### src/rtl/core/assert_macros.svh
`ifndef ASSERT_MACROS_SVH
`define ASSERT_MACROS_SVH

// Same-cycle implication, sampled on clk, off during reset.
`define ASSERT_NOW(label, ante, cons) \
  label: assert property (@(posedge clk) disable iff (!rst_n) (ante) |-> (cons)) \
    else $error("assertion failed");

// Next-cycle implication, sampled on clk, off during reset.
`define ASSERT_NEXT(label, ante, cons) \
  label: assert property (@(posedge clk) disable iff (!rst_n) (ante) |=> (cons)) \
    else $error("assertion failed");

`endif

### src/rtl/core/wsdf_pkg.sv
package wsdf_pkg;

  localparam int unsigned LEN_W = 24;

  localparam logic [LEN_W-1:0] MAX_MSG_RESET = 24'd4194304;

  // Result kinds
  localparam logic [1:0] KIND_MSG   = 2'd0;
  localparam logic [1:0] KIND_PING  = 2'd1;
  localparam logic [1:0] KIND_CLOSE = 2'd2;
  localparam logic [1:0] KIND_VIOL  = 2'd3;

  // Message types
  localparam logic [1:0] MSG_NONE   = 2'd0;
  localparam logic [1:0] MSG_TEXT   = 2'd1;
  localparam logic [1:0] MSG_BINARY = 2'd2;

  // Frame opcodes
  localparam logic [3:0] OP_CONT   = 4'h0;
  localparam logic [3:0] OP_TEXT   = 4'h1;
  localparam logic [3:0] OP_BINARY = 4'h2;
  localparam logic [3:0] OP_CLOSE  = 4'h8;
  localparam logic [3:0] OP_PING   = 4'h9;

  // Second header byte length codes
  localparam logic [6:0] LEN_CODE_16 = 7'd126;
  localparam logic [6:0] LEN_CODE_64 = 7'd127;
  localparam logic [3:0] EXT_BYTES_16 = 4'd2;
  localparam logic [3:0] EXT_BYTES_64 = 4'd8;

  typedef struct packed {
    logic [7:0] rx_byte;
    logic       new_connection;
  } wsdf_in_t;

  typedef struct packed {
    logic [1:0] kind;
    logic [1:0] message_type;
    logic       has_byte;
    logic [7:0] data_byte;
    logic       begins;
    logic       is_last;
  } wsdf_out_t;

endpackage

### src/rtl/core/websocket_frame_deframer_unit.sv
// WebSocket receive-side deframer: takes one received byte per transaction and
// gives at most one result per byte, registered, in the cycle after the byte
// is accepted. Sustained rate is one byte per clock, set by the single parser
// state update done in the accept cycle. The output register is refilled only
// when empty or draining, so a result held there by a low out_ready also holds
// off the next byte. Header, length and mask bytes produce no result, except a
// protocol violation or the marker of an empty frame. After a close event or a
// protocol violation all bytes are dropped until a byte arrives with
// new_connection set, which clears the parser (not max_bytes_r) before that
// byte is parsed. Write cfg_wdata only while no transaction is in flight.
`include "assert_macros.svh"

module websocket_frame_deframer_unit
  import wsdf_pkg::*;
(
  input  logic             clk,
  input  logic             rst_n,
  input  logic             in_valid,
  output logic             in_ready,
  input  wsdf_in_t         in_data,
  output logic             out_valid,
  input  logic             out_ready,
  output wsdf_out_t        out_data,
  input  logic             cfg_we,
  input  logic [LEN_W-1:0] cfg_wdata
);

  typedef enum logic [2:0] {
    PH_HDR0,
    PH_HDR1,
    PH_EXT,
    PH_MASK,
    PH_PAYLOAD,
    PH_HALT
  } phase_t;

  phase_t           phase_r, phase_nxt;
  logic             fin_r, fin_nxt;
  logic [3:0]       opcode_r, opcode_nxt;
  logic [3:0]       ext_left_r, ext_left_nxt;
  logic [LEN_W-1:0] len_acc_r, len_acc_nxt;
  logic             len_ovf_r, len_ovf_nxt;
  logic [LEN_W-1:0] payload_left_r, payload_left_nxt;
  logic [31:0]      mask_key_r, mask_key_nxt;
  logic [1:0]       mask_pos_r, mask_pos_nxt;
  logic [1:0]       open_type_r, open_type_nxt;
  logic [LEN_W-1:0] total_r, total_nxt;
  logic [LEN_W-1:0] max_bytes_r;
  logic             out_valid_r, out_valid_nxt;
  wsdf_out_t        out_data_r, out_data_nxt;

  logic             in_fire;
  logic [7:0]       b;
  phase_t           cur_phase;
  logic [1:0]       cur_type;
  logic [LEN_W-1:0] cur_total;
  logic             res_valid;
  wsdf_out_t        res;
  logic             fin_len;
  logic [LEN_W-1:0] fin_len_val;
  logic             fin_len_ovf;
  logic [LEN_W:0]   sum_total;
  logic             dlv;
  logic             dlv_has;
  logic [7:0]       dlv_byte;
  logic             dlv_first;
  logic             dlv_last;
  logic             dlv_done;
  logic [7:0]       key_byte;

  assign in_ready = !out_valid_r || out_ready;
  assign in_fire  = in_valid && in_ready;
  assign b        = in_data.rx_byte;

  // new_connection clears the parser ahead of this byte
  assign cur_phase = in_data.new_connection ? PH_HDR0 : phase_r;
  assign cur_type  = in_data.new_connection ? MSG_NONE : open_type_r;
  assign cur_total = in_data.new_connection ? '0 : total_r;

  assign key_byte  = mask_key_r[8*(3-mask_pos_r) +: 8];
  assign sum_total = {1'b0, cur_total} + {1'b0, fin_len_val};

  always_comb begin
    phase_nxt        = cur_phase;
    fin_nxt          = fin_r;
    opcode_nxt       = opcode_r;
    ext_left_nxt     = ext_left_r;
    len_acc_nxt      = len_acc_r;
    len_ovf_nxt      = len_ovf_r;
    payload_left_nxt = payload_left_r;
    mask_key_nxt     = mask_key_r;
    mask_pos_nxt     = mask_pos_r;
    open_type_nxt    = cur_type;
    total_nxt        = cur_total;
    res_valid        = 1'b0;
    res              = '0;
    fin_len          = 1'b0;
    fin_len_val      = len_acc_r;
    fin_len_ovf      = len_ovf_r;
    dlv              = 1'b0;
    dlv_has          = 1'b0;
    dlv_byte         = 8'd0;
    dlv_first        = 1'b0;
    dlv_last         = 1'b0;
    dlv_done         = 1'b0;

    case (cur_phase)
      PH_HDR0: begin
        fin_nxt    = b[7];
        opcode_nxt = b[3:0];
        phase_nxt  = PH_HDR1;
      end
      PH_HDR1: begin
        len_acc_nxt = '0;
        len_ovf_nxt = 1'b0;
        if (!b[7]) begin
          res_valid = 1'b1;
          res.kind  = KIND_VIOL;
          phase_nxt = PH_HALT;
        end else if (b[6:0] == LEN_CODE_16) begin
          ext_left_nxt = EXT_BYTES_16;
          phase_nxt    = PH_EXT;
        end else if (b[6:0] == LEN_CODE_64) begin
          ext_left_nxt = EXT_BYTES_64;
          phase_nxt    = PH_EXT;
        end else begin
          fin_len     = 1'b1;
          fin_len_val = {{(LEN_W-7){1'b0}}, b[6:0]};
          fin_len_ovf = 1'b0;
        end
      end
      PH_EXT: begin
        // anything shifted past the register width makes the frame oversize
        len_acc_nxt  = {len_acc_r[LEN_W-9:0], b};
        len_ovf_nxt  = len_ovf_r || (len_acc_r[LEN_W-1 -: 8] != 8'd0);
        ext_left_nxt = ext_left_r - 4'd1;
        if (ext_left_nxt == 4'd0) begin
          fin_len     = 1'b1;
          fin_len_val = len_acc_nxt;
          fin_len_ovf = len_ovf_nxt;
        end
      end
      PH_MASK: begin
        mask_key_nxt = {mask_key_r[23:0], b};
        mask_pos_nxt = mask_pos_r + 2'd1;
        if (mask_pos_nxt == 2'd0) begin
          if (payload_left_r == '0) begin
            dlv       = 1'b1;
            dlv_first = 1'b1;
            dlv_last  = 1'b1;
          end else begin
            phase_nxt = PH_PAYLOAD;
          end
        end
      end
      PH_PAYLOAD: begin
        mask_pos_nxt     = mask_pos_r + 2'd1;
        payload_left_nxt = payload_left_r - {{(LEN_W-1){1'b0}}, 1'b1};
        dlv              = 1'b1;
        dlv_has          = 1'b1;
        dlv_byte         = b ^ key_byte;
        dlv_first        = (payload_left_r == len_acc_r);
        dlv_last         = (payload_left_nxt == '0);
      end
      PH_HALT: begin
      end
      default: begin
        phase_nxt = PH_HALT;
      end
    endcase

    // length complete: limit checks, then on to the masking key
    if (fin_len) begin
      len_acc_nxt = fin_len_val;
      if (fin_len_ovf || (fin_len_val > max_bytes_r)) begin
        res_valid = 1'b1;
        res.kind  = KIND_VIOL;
        phase_nxt = PH_HALT;
      end else if (opcode_r == OP_CONT && cur_type != MSG_NONE &&
                   sum_total > {1'b0, max_bytes_r}) begin
        res_valid = 1'b1;
        res.kind  = KIND_VIOL;
        phase_nxt = PH_HALT;
      end else begin
        if (opcode_r == OP_CONT && cur_type != MSG_NONE) begin
          total_nxt = sum_total[LEN_W-1:0];
        end else if (opcode_r == OP_TEXT) begin
          open_type_nxt = MSG_TEXT;
          total_nxt     = fin_len_val;
        end else if (opcode_r == OP_BINARY) begin
          open_type_nxt = MSG_BINARY;
          total_nxt     = fin_len_val;
        end
        payload_left_nxt = fin_len_val;
        mask_key_nxt     = '0;
        mask_pos_nxt     = 2'd0;
        phase_nxt        = PH_MASK;
      end
    end

    if (dlv) begin
      dlv_done = dlv_last && fin_r;
      if (dlv_last) begin
        phase_nxt = PH_HDR0;
      end
      if (opcode_r == OP_TEXT || opcode_r == OP_BINARY) begin
        if (dlv_has || dlv_first) begin
          res_valid        = 1'b1;
          res.kind         = KIND_MSG;
          res.message_type = cur_type;
          res.has_byte     = dlv_has;
          res.data_byte    = dlv_byte;
          res.begins       = dlv_first;
          res.is_last      = dlv_done;
        end
        if (dlv_done) begin
          open_type_nxt = MSG_NONE;
          total_nxt     = '0;
        end
      end else if (opcode_r == OP_CONT && cur_type != MSG_NONE) begin
        if (dlv_has || dlv_done) begin
          res_valid        = 1'b1;
          res.kind         = KIND_MSG;
          res.message_type = cur_type;
          res.has_byte     = dlv_has;
          res.data_byte    = dlv_byte;
          res.is_last      = dlv_done;
        end
        if (dlv_done) begin
          open_type_nxt = MSG_NONE;
          total_nxt     = '0;
        end
      end else if (opcode_r == OP_PING) begin
        res_valid     = 1'b1;
        res.kind      = KIND_PING;
        res.has_byte  = dlv_has;
        res.data_byte = dlv_byte;
        res.is_last   = dlv_last;
      end else if (opcode_r == OP_CLOSE) begin
        // close payload is dropped; the event follows its last byte
        if (dlv_last) begin
          res_valid = 1'b1;
          res.kind  = KIND_CLOSE;
          phase_nxt = PH_HALT;
        end
      end
    end
  end

  always_comb begin
    out_valid_nxt = out_valid_r;
    out_data_nxt  = out_data_r;
    if (in_fire) begin
      out_valid_nxt = res_valid;
      out_data_nxt  = res;
    end else if (out_ready) begin
      out_valid_nxt = 1'b0;
    end
  end

  always_ff @(posedge clk) begin
    if (!rst_n) begin
      phase_r        <= PH_HDR0;
      fin_r          <= 1'b0;
      opcode_r       <= OP_CONT;
      ext_left_r     <= '0;
      len_acc_r      <= '0;
      len_ovf_r      <= 1'b0;
      payload_left_r <= '0;
      mask_key_r     <= '0;
      mask_pos_r     <= '0;
      open_type_r    <= MSG_NONE;
      total_r        <= '0;
      max_bytes_r    <= MAX_MSG_RESET;
      out_valid_r    <= 1'b0;
    end else begin
      if (in_fire) begin
        phase_r        <= phase_nxt;
        fin_r          <= fin_nxt;
        opcode_r       <= opcode_nxt;
        ext_left_r     <= ext_left_nxt;
        len_acc_r      <= len_acc_nxt;
        len_ovf_r      <= len_ovf_nxt;
        payload_left_r <= payload_left_nxt;
        mask_key_r     <= mask_key_nxt;
        mask_pos_r     <= mask_pos_nxt;
        open_type_r    <= open_type_nxt;
        total_r        <= total_nxt;
      end
      if (cfg_we) begin
        max_bytes_r <= cfg_wdata;
      end
      out_valid_r <= out_valid_nxt;
    end
    out_data_r <= out_data_nxt;
  end

  assign out_valid = out_valid_r;
  assign out_data  = out_data_r;

  `ASSERT_NEXT(a_halt_after_stop,
    in_fire && res_valid && (res.kind == KIND_VIOL || res.kind == KIND_CLOSE),
    phase_r == PH_HALT)
  `ASSERT_NOW(a_payload_nonempty, phase_r == PH_PAYLOAD, payload_left_r != '0)
  `ASSERT_NOW(a_begins_is_msg, out_valid_r && out_data_r.begins,
    out_data_r.kind == KIND_MSG && out_data_r.message_type != MSG_NONE)

endmodule
### config.mk
export PLATFORM = sky130hd
export DESIGN_NAME = websocket_frame_deframer_unit
export DESIGN_NICKNAME = d
export VERILOG_FILES = /design/src/rtl/core/wsdf_pkg.sv /design/src/rtl/core/websocket_frame_deframer_unit.sv
export VERILOG_INCLUDE_DIRS = /design/src /design/src/rtl/core
export SDC_FILE = /design/constraint.sdc
export NUM_CORES = 1
export LEC_CHECK = 0
export ABC_CLOCK_PERIOD_IN_PS = 6600
export BUFFER_PORTS_ARGS = -buffer_cell sky130_fd_sc_hd__buf_2
export CORE_ASPECT_RATIO = 0.8
export CORE_MARGIN = 1.5
export CORE_UTILIZATION = 55
export DETAILED_ROUTE_END_ITERATION = 16
export GPL_TIMING_DRIVEN = 0
export PLACE_DENSITY_LB_ADDON = 0.15
export SYNTH_ARGS = -nofsm -noshare
export SYNTH_HDL_FRONTEND = slang
export SYNTH_SLANG_ARGS = --single-unit
### constraint.sdc
create_clock -name clk -period 6.6 [get_ports clk]
set_input_delay 1.32 -clock clk [delete_from_list [all_inputs] [get_ports clk]]
set_output_delay 1.32 -clock clk [all_outputs]
set_load 0.01 [all_outputs]
==> results of run 1 <==
-- metal layers --
layer  GRT usage [%]  wire [um]  share of wire, %  vias to the layer above
met5               0          0                 0                        -
met4           12.46       1258               3.1                        0
met3           8.713       5413                13                      123
met2           50.07      16330                40                      840
met1           55.48      17470                43                     5756
li1                -          -                 -                     5526
-- worst register-to-register path: cells and delay by family (launching register included) --
| family | cells | cell delay [ns] |
|---|---|---|
| compound gates | 14 | 2.49 |
| xor+xnor | 1 | 0.14 |
| simple gates | 6 | 1.28 |
| buf+inv | 5 | 0.71 |
| fa+ha+maj | 3 | 1.07 |
| flops | 1 | 0.46 |
-- what timing repair did --
item                       CTS  global route
hold buffers                 0             0
buffers inserted            16            22
gates resized for setup     76            81
gates cloned                 0             3
setup endpoints to repair   89            89
pin swaps                   21            37
-- cells in the final DEF, fill, tap and decap left out, types with 7 or more instances in the layout --
cell / instances
buf_6: 11
xnor2_1: 40
edfxtp_1: 15
or2_2: 7
a21oi_2: 18
nand4_1: 24
inv_1: 65
clkbuf_1: 49
buf_2: 56
o211ai_1: 12
a21oi_1: 120
buf_4: 43
nor2_1: 117
o21ai_0: 50
mux4_2: 8
nor2b_1: 19
nand3_1: 68
a211oi_1: 8
nand2_2: 7
a31oi_1: 18
and3_1: 13
nor4_1: 13
nand2_1: 177
xor2_1: 15
buf_1: 9
or3_1: 10
o2bb2ai_1: 10
o22ai_1: 20
dfxtp_1: 146
nor3_1: 29
a21o_1: 23
ha_1: 68
mux2i_1: 31
clkbuf_16: 19
nand2b_1: 7
-- worst max-delay path by stage --
stage | from | end | slack [ns] | depth (start not counted)
2_1_floorplan | in_data[0] | payload_left_r[20]$_SDFFE_PN0P_ | 0.007 | 29
3_3_place_gp | in_data[0] | out_data[13]$_DFFE_PP_ | -2.08 | 28
3_5_place_dp | in_data[0] | total_r[22]$_SDFFE_PN0P_ | -2.02 | 29
4_1_cts | in_data[0] | payload_left_r[14]$_SDFFE_PN0P_ | 0.02 | 29
5_1_grt | in_data[0] | payload_left_r[1]$_SDFFE_PN0P_ | -0.19 | 31
6_report | in_data[0] | out_data[13]$_DFFE_PP_ | -0.03 | 30
-- power by group through the flow --
stage                     Combinational [mW]  Clock, mW  Sequential [mW]
after floorplan                        0.300          0             1.05
after global placement                 0.420          0             1.05
after detailed placement               0.427          0             1.05
after CTS                              0.441       1.06             1.03
after global routing                   0.512       1.10             1.03
final                                  0.481       1.06             1.03
-- cell usage after synthesis, types with 5 or more instances --
library cell  count
a21oi_2           8
nor3_1           31
buf_4             5
a211oi_1         11
xnor2_1          40
mux2i_1          32
o22ai_1          20
nor2_1          119
or2_2             7
o22a_1            6
nor4_1           16
nand2b_1          8
xor2_1           15
mux4_2            8
buf_1            11
o21a_1            5
o2bb2ai_1        10
ha_1             77
a22o_1            7
nand3_1          72
a31oi_1          21
o311ai_0          5
dfxtp_1         146
and2_1            6
a221oi_1          9
a221o_1           5
buf_2            12
a21o_1           25
nand4_1          24
and3_1           14
o21bai_1          5
nor2b_1          19
and4_1            5
clkbuf_1         61
or3_1            10
a21oi_1         131
o211ai_1         12
edfxtp_1         15
o21ai_0          61
clkbuf_8          6
inv_1            68
o31ai_1           5
nand2_1         186
a211o_1           5
-- through the flow --
stage	hold slack [ns]	instance area, um2	power [mW]	worst slack (ns)
finish	0.4587	13630	2.575	-0.02934
floorplan	0.4274	11520	1.349	0.006859
global placement	0.4353	12120	1.473	-2.075
detailed placement	0.4439	12130	1.480	-2.018
CTS	0.4578	13160	2.533	0.01947
global route	0.4711	13630	2.647	-0.1944
-- state kept, by name, indices dropped and copies added (netlist names) --
register and cells:
ext_left_r 4, mask_key_r 32, opcode_r 4, mask_pos_r 2, out_data 15, out_valid 1
fin_r 1, payload_left_r 24, open_type_r 2, phase_r 3, max_bytes_r 24, len_acc_r 24
total_r 24, len_ovf_r 1
-- area by class of cell --
class	count	area, um2
multi-input cells	1126	7742
fillers	1768	6957
flip-flops and latches	161	3373
plain buffers	99	663.1
repair buffers	92	626.9
clock buffers	17	425.4
well taps	269	336.6
inverters	69	261.5
clock inverters	15	196.4
-- logic make-up (layout without fill, tap and decap cells) --
kind of cell	count (synthesis)	after routing	synth area share (%)
buffers and inverters	170	292	7.105
XOR/XNOR	55	55	4.196
AND/OR/NAND/NOR	545	546	22.82
adder cells (fa/ha/maj)	78	78	8.566
multiplexers	40	40	4.359
flip-flops	161	161	29.38
AO/OA/AOI/OAI	407	407	23.57
==> flow_summary.toml, run 1 <==
[global_route]
antenna_found_initial = 0
grt_max_degree = 25
grt_overflow_total = 0
grt_pass1_vias = 10830
grt_first_pass_wirelength_um = 61330
grt.total_usage_pct = 36.64

[logic_synthesis]
syn_area_um2 = 11480
async_flop_share_pct = 0
synth.top_cell.area_share_pct = 25.46
synth_cell_types = 95
seq_area_frac_synth_pct = 29.38
yosys_register_bits = 161
syn_inst = 1456
yosysTopAreaCell = "dfxtp_1"
synth_flop_cell = "dfxtp_1"
synth_edf_count = 15
synth_warnings = 0
ys_top_cells_by_area = "dfxtp_1 (25%), ha_1 (8.4%), nand2_1 (6.1%)"
syn-num-nets = 1572
synth_area_per_cell_um2 = 7.885

[pwr]
switching_power_uw = 860.2
power_frac_clock_pct = 41.2
power.internal_mw = 1.715
ir_drop_uv = 170.0
comb_power_share_pct = 18.7
pwr-share-seq_pct = 40.1
leakage_nw = 5.509
swShare_pct = 33.40
powerDensity_nw_per_um2 = 189.0

[worst_hold_path]
hold_path_depth = 2
hp-start = "mask_key_r[28]$_SDFFE_PN0P_"
hold_class = "reg2reg"
min_to = "mask_key_r[28]$_SDFFE_PN0P_"

[floorplan]
die_area_um2 = 21760
num_io_pins = 55
die_x_um = 164.5
die_y_um = 132.2
row_count = 47
start_util_pct = 55.78
core_area_um2 = 20580

[layout]
nets = 1682
syn_to_final_growth_pct = 18.68
instances_no_fill = 1848
drive_gt1_share_pct = 18.37
diodes = 0
utilization_pct = 66.20

[setup_path]
path_buf_inv = 5
slowest_stage = "fa_2"
setup.worst_path.class = "in2reg"
r2r-end = "out_data[13]$_DFFE_PP_"
crit_required_ns = 6.79
worst_path_largest_cell_delay_ns = 0.43
reg2reg_depth = 29
crit_path_start_kind = "input port"
crit_family = "compound AO/OA/AOI/OAI gates"
path_common_cell = "a21oi_2"
rr_startpoint = "ext_left_r[0]$_SDFFE_PN0P_"
rrSetupSlack_ns = 0.22
worstPathMaxFanout = 10
cp.arrival_ns = 6.82
cp-end-kind = "register"

[clock_tree]
h-tree-depth = 4
clkTransAtPathRegs_ns = 0.08
clock_sinks = 161
tritoncts = "done"
cts_buffer_depth = 2
clock-root-buffer = "clkbuf_16"
cts_buffers = 17
insertion_delay_ns = 0.46

[run_status]
status = "complete, but fails checks"
failed_checks = "setup timing"

[sta]
rsz0062_at_grt = "true"
postLayoutSetupSlackWorst_ns = -0.02934
worstMarginPinSlew_ns = 0.9925
slew_headroom_pct = 33.29
setup-tns-final_ns = -0.07850
setup_viol_count_final = 6
finalCritPeriodShare_pct = 100.4
period_needed_ns = 6.629
hold_viol_final = 0
fmax_mhz = 150.8
fin_skew_ns = 0.01475
maxSlewViolCount = 0

[placement]
place_inst = 1777
place_congestion = 0.9792
port_buffers = 52
dp_hpwl_um = 29330

[route]
post_drt_wl_per_cell_um = 21.90
viasPerCell = 6.626
detail-route-antenna-nets = 0
route.detailed.drc = 0
first_pass_iters = 7
wl_um = 40470
vias = 12250
drtIter0Drc = 1773

[run]
cap_violations = 0
Power figures use the tool's default switching activity.
==> inputs of run 2 (changes only) <==
--- a/config.mk
+++ b/config.mk
@@ -6,7 +6,7 @@
 export SDC_FILE = /design/constraint.sdc
 export NUM_CORES = 1
 export LEC_CHECK = 0
-export ABC_CLOCK_PERIOD_IN_PS = 6600
+export ABC_CLOCK_PERIOD_IN_PS = 7100
 export BUFFER_PORTS_ARGS = -buffer_cell sky130_fd_sc_hd__buf_2
 export CORE_ASPECT_RATIO = 0.8
 export CORE_MARGIN = 1.5
==> constraint.sdc (replaced) <==
create_clock -name clk -period 7.1 [get_ports clk]
set_input_delay 1.42 -clock clk [delete_from_list [all_inputs] [get_ports clk]]
set_output_delay 1.42 -clock clk [all_outputs]
set_load 0.01 [all_outputs]
==> flow_summary.toml, run 2 (synthesized netlist as in run 1, its figures left out) <==
[placement]
postPlaceCellArea_um2 = 12080
place_congestion = 1.002
dp_slack_ns = -2.607
port_buffers = 52
dp_hpwl_um = 29080

[clock_tree]
hold_buffers = 0
h-tree-depth = 4
cts_buffer_depth = 2
insertion_delay_ns = 0.44
cts_buffers = 17
tritoncts = "done"
clkTransAtPathRegs_ns = 0.08
clock_sinks = 161
clock-root-buffer = "clkbuf_16"

[route]
route.detailed.drc = 0
viasPerCell = 6.553
vias = 12010
post_drt_wl_per_cell_um = 21.56
detail-route-antenna-nets = 0
wl_um = 39490
drtIter0Drc = 1916
first_pass_iters = 7

[run_status]
status = "complete, no violations"

[layout]
multi_input_area_um2 = 7625
stdcell_area_um2 = 13270
regArea_um2 = 3373
syn_to_final_growth_pct = 15.56
largest_register_ffs = 32
fillers = 1804
nets = 1666
top_register = "mask_key_r"
diodes = 0
drive_gt1_share_pct = 15.93
mostFrequentLayoutCells = "nand2_1 (180), dfxtp_1 (146), a21oi_1 (123), nor2_1 (117), ha_1 (71)"
layout_commonest_cell = "nand2_1"

[sta]
slew_headroom_pct = 32.56
finalCritPeriodShare_pct = 98.28
period_needed_ns = 6.978
worstMarginPinSlew_ns = 0.9984
maxSlewViolCount = 0
fin_skew_ns = 0.01377
setup_viol_count_final = 0
setup-tns-final_ns = 0
hold_viol_final = 0
postLayoutSetupSlackWorst_ns = 0.1220
fmax_mhz = 143.3

[global_route]
grt_first_pass_wirelength_um = 59220
grt_overflow_total = 0
grt_pass1_vias = 10460
antenna_found_initial = 0
grt.total_usage_pct = 35.72
grt_max_degree = 25

[floorplan]
start_util_pct = 55.78
core_area_um2 = 20580
die_area_um2 = 21760
row_count = 47
die_x_um = 164.5
num_io_pins = 55
die_y_um = 132.2

[setup_path]
crit_path_start_kind = "input port"
slowest_stage = "fa_2"
worstPathMaxFanout = 10
worst_path_largest_cell_delay_ns = 0.39
setup.worst_path.class = "in2reg"
path_common_cell = "buf_4"
cp-end-kind = "register"
crit_required_ns = 7.42
cp.arrival_ns = 7.30

[pwr]
leakage_nw = 5.412
powerDensity_nw_per_um2 = 177.5
ir_drop_uv = 181.3

[run]
cap_violations = 0

[worst_hold_path]
hold_class = "reg2reg"
run 2: cell count changes in the layout (fill, tap and decap cells not counted), sizes merged:
cell / change
nor2: -1
inv: -4
buf: -14
clkinv: +1
clkinvlp: +2
run 2: what timing repair did:
action                                  4_1_cts  5_1_grt
resized for setup                            58       50
setup buffers                                10       16
cloned                                        0        0
hold endpoints to repair                      0        0
endpoints found under the setup margin       89       89
pin swaps                                     9       14
run 2: metrics by stage:
step	util, %	hold slack, ns	std cells	total power, mW
6_report	64.46	0.4560	1832	2.355
3_3_place_gp	58.68	0.4350	1777	1.367
3_5_place_dp	58.71	0.4480	1778	1.374
4_1_cts	63.12	0.4602	1818	2.329
2_1_floorplan	-	0.4274	1456	1.253
5_1_grt	64.46	0.4768	1832	2.422
run 2: cell type report:
class | count | area share [%]
multi-input cells | 1125 | 57.47
well taps | 269 | 2.537
plain buffers | 97 | 4.545
repair buffers | 79 | 3.470
inverters | 69 | 1.952
clock buffers | 18 | 3.395
clock inverters | 14 | 1.207
flip-flops and latches | 161 | 25.42
run 2: routing by layer:
layer  track usage, %  up-vias  part of all wire [%]
met5                0        -                     0
met4            9.660        0                   2.7
met3            11.20      105                    14
met2            48.20      808                    40
met1            53.89     5612                    44
li1                 -     5481                     -
run 2: power breakdown:
part | switching, mW | internal (mW)
logic | 0.270 | 0.158
clock network | 0.473 | 0.494
registers | 0.0191 | 0.940
run 2: final timing paths:
| path | start | end | slack, ns | depth (start not counted) |
|---|---|---|---|---|
| worst max register to register | ext_left_r[0]$_SDFFE_PN0P_ | payload_left_r[20]$_SDFFE_PN0P_ | 0.68 | 30 |
| worst max-delay path | in_data[0] | payload_left_r[20]$_SDFFE_PN0P_ | 0.12 | 29 |
| worst min-delay path | mask_key_r[28]$_SDFFE_PN0P_ | mask_key_r[28]$_SDFFE_PN0P_ | 0.46 | 2 |
| worst min register to register | mask_key_r[28]$_SDFFE_PN0P_ | mask_key_r[28]$_SDFFE_PN0P_ | 0.46 | 2 |
run 2: critical path, delay by kind of cell:
| family | cells | cell delay [ns] |
|---|---|---|
| buffers and inverters | 8 | 1.31 |
| multiplexers | 1 | 0.25 |
| AND/OR/NAND/NOR | 8 | 1.36 |
| XOR/XNOR | 1 | 0.23 |
| AO/OA/AOI/OAI | 8 | 1.76 |
| adder cells (fa/ha/maj) | 3 | 0.92 |
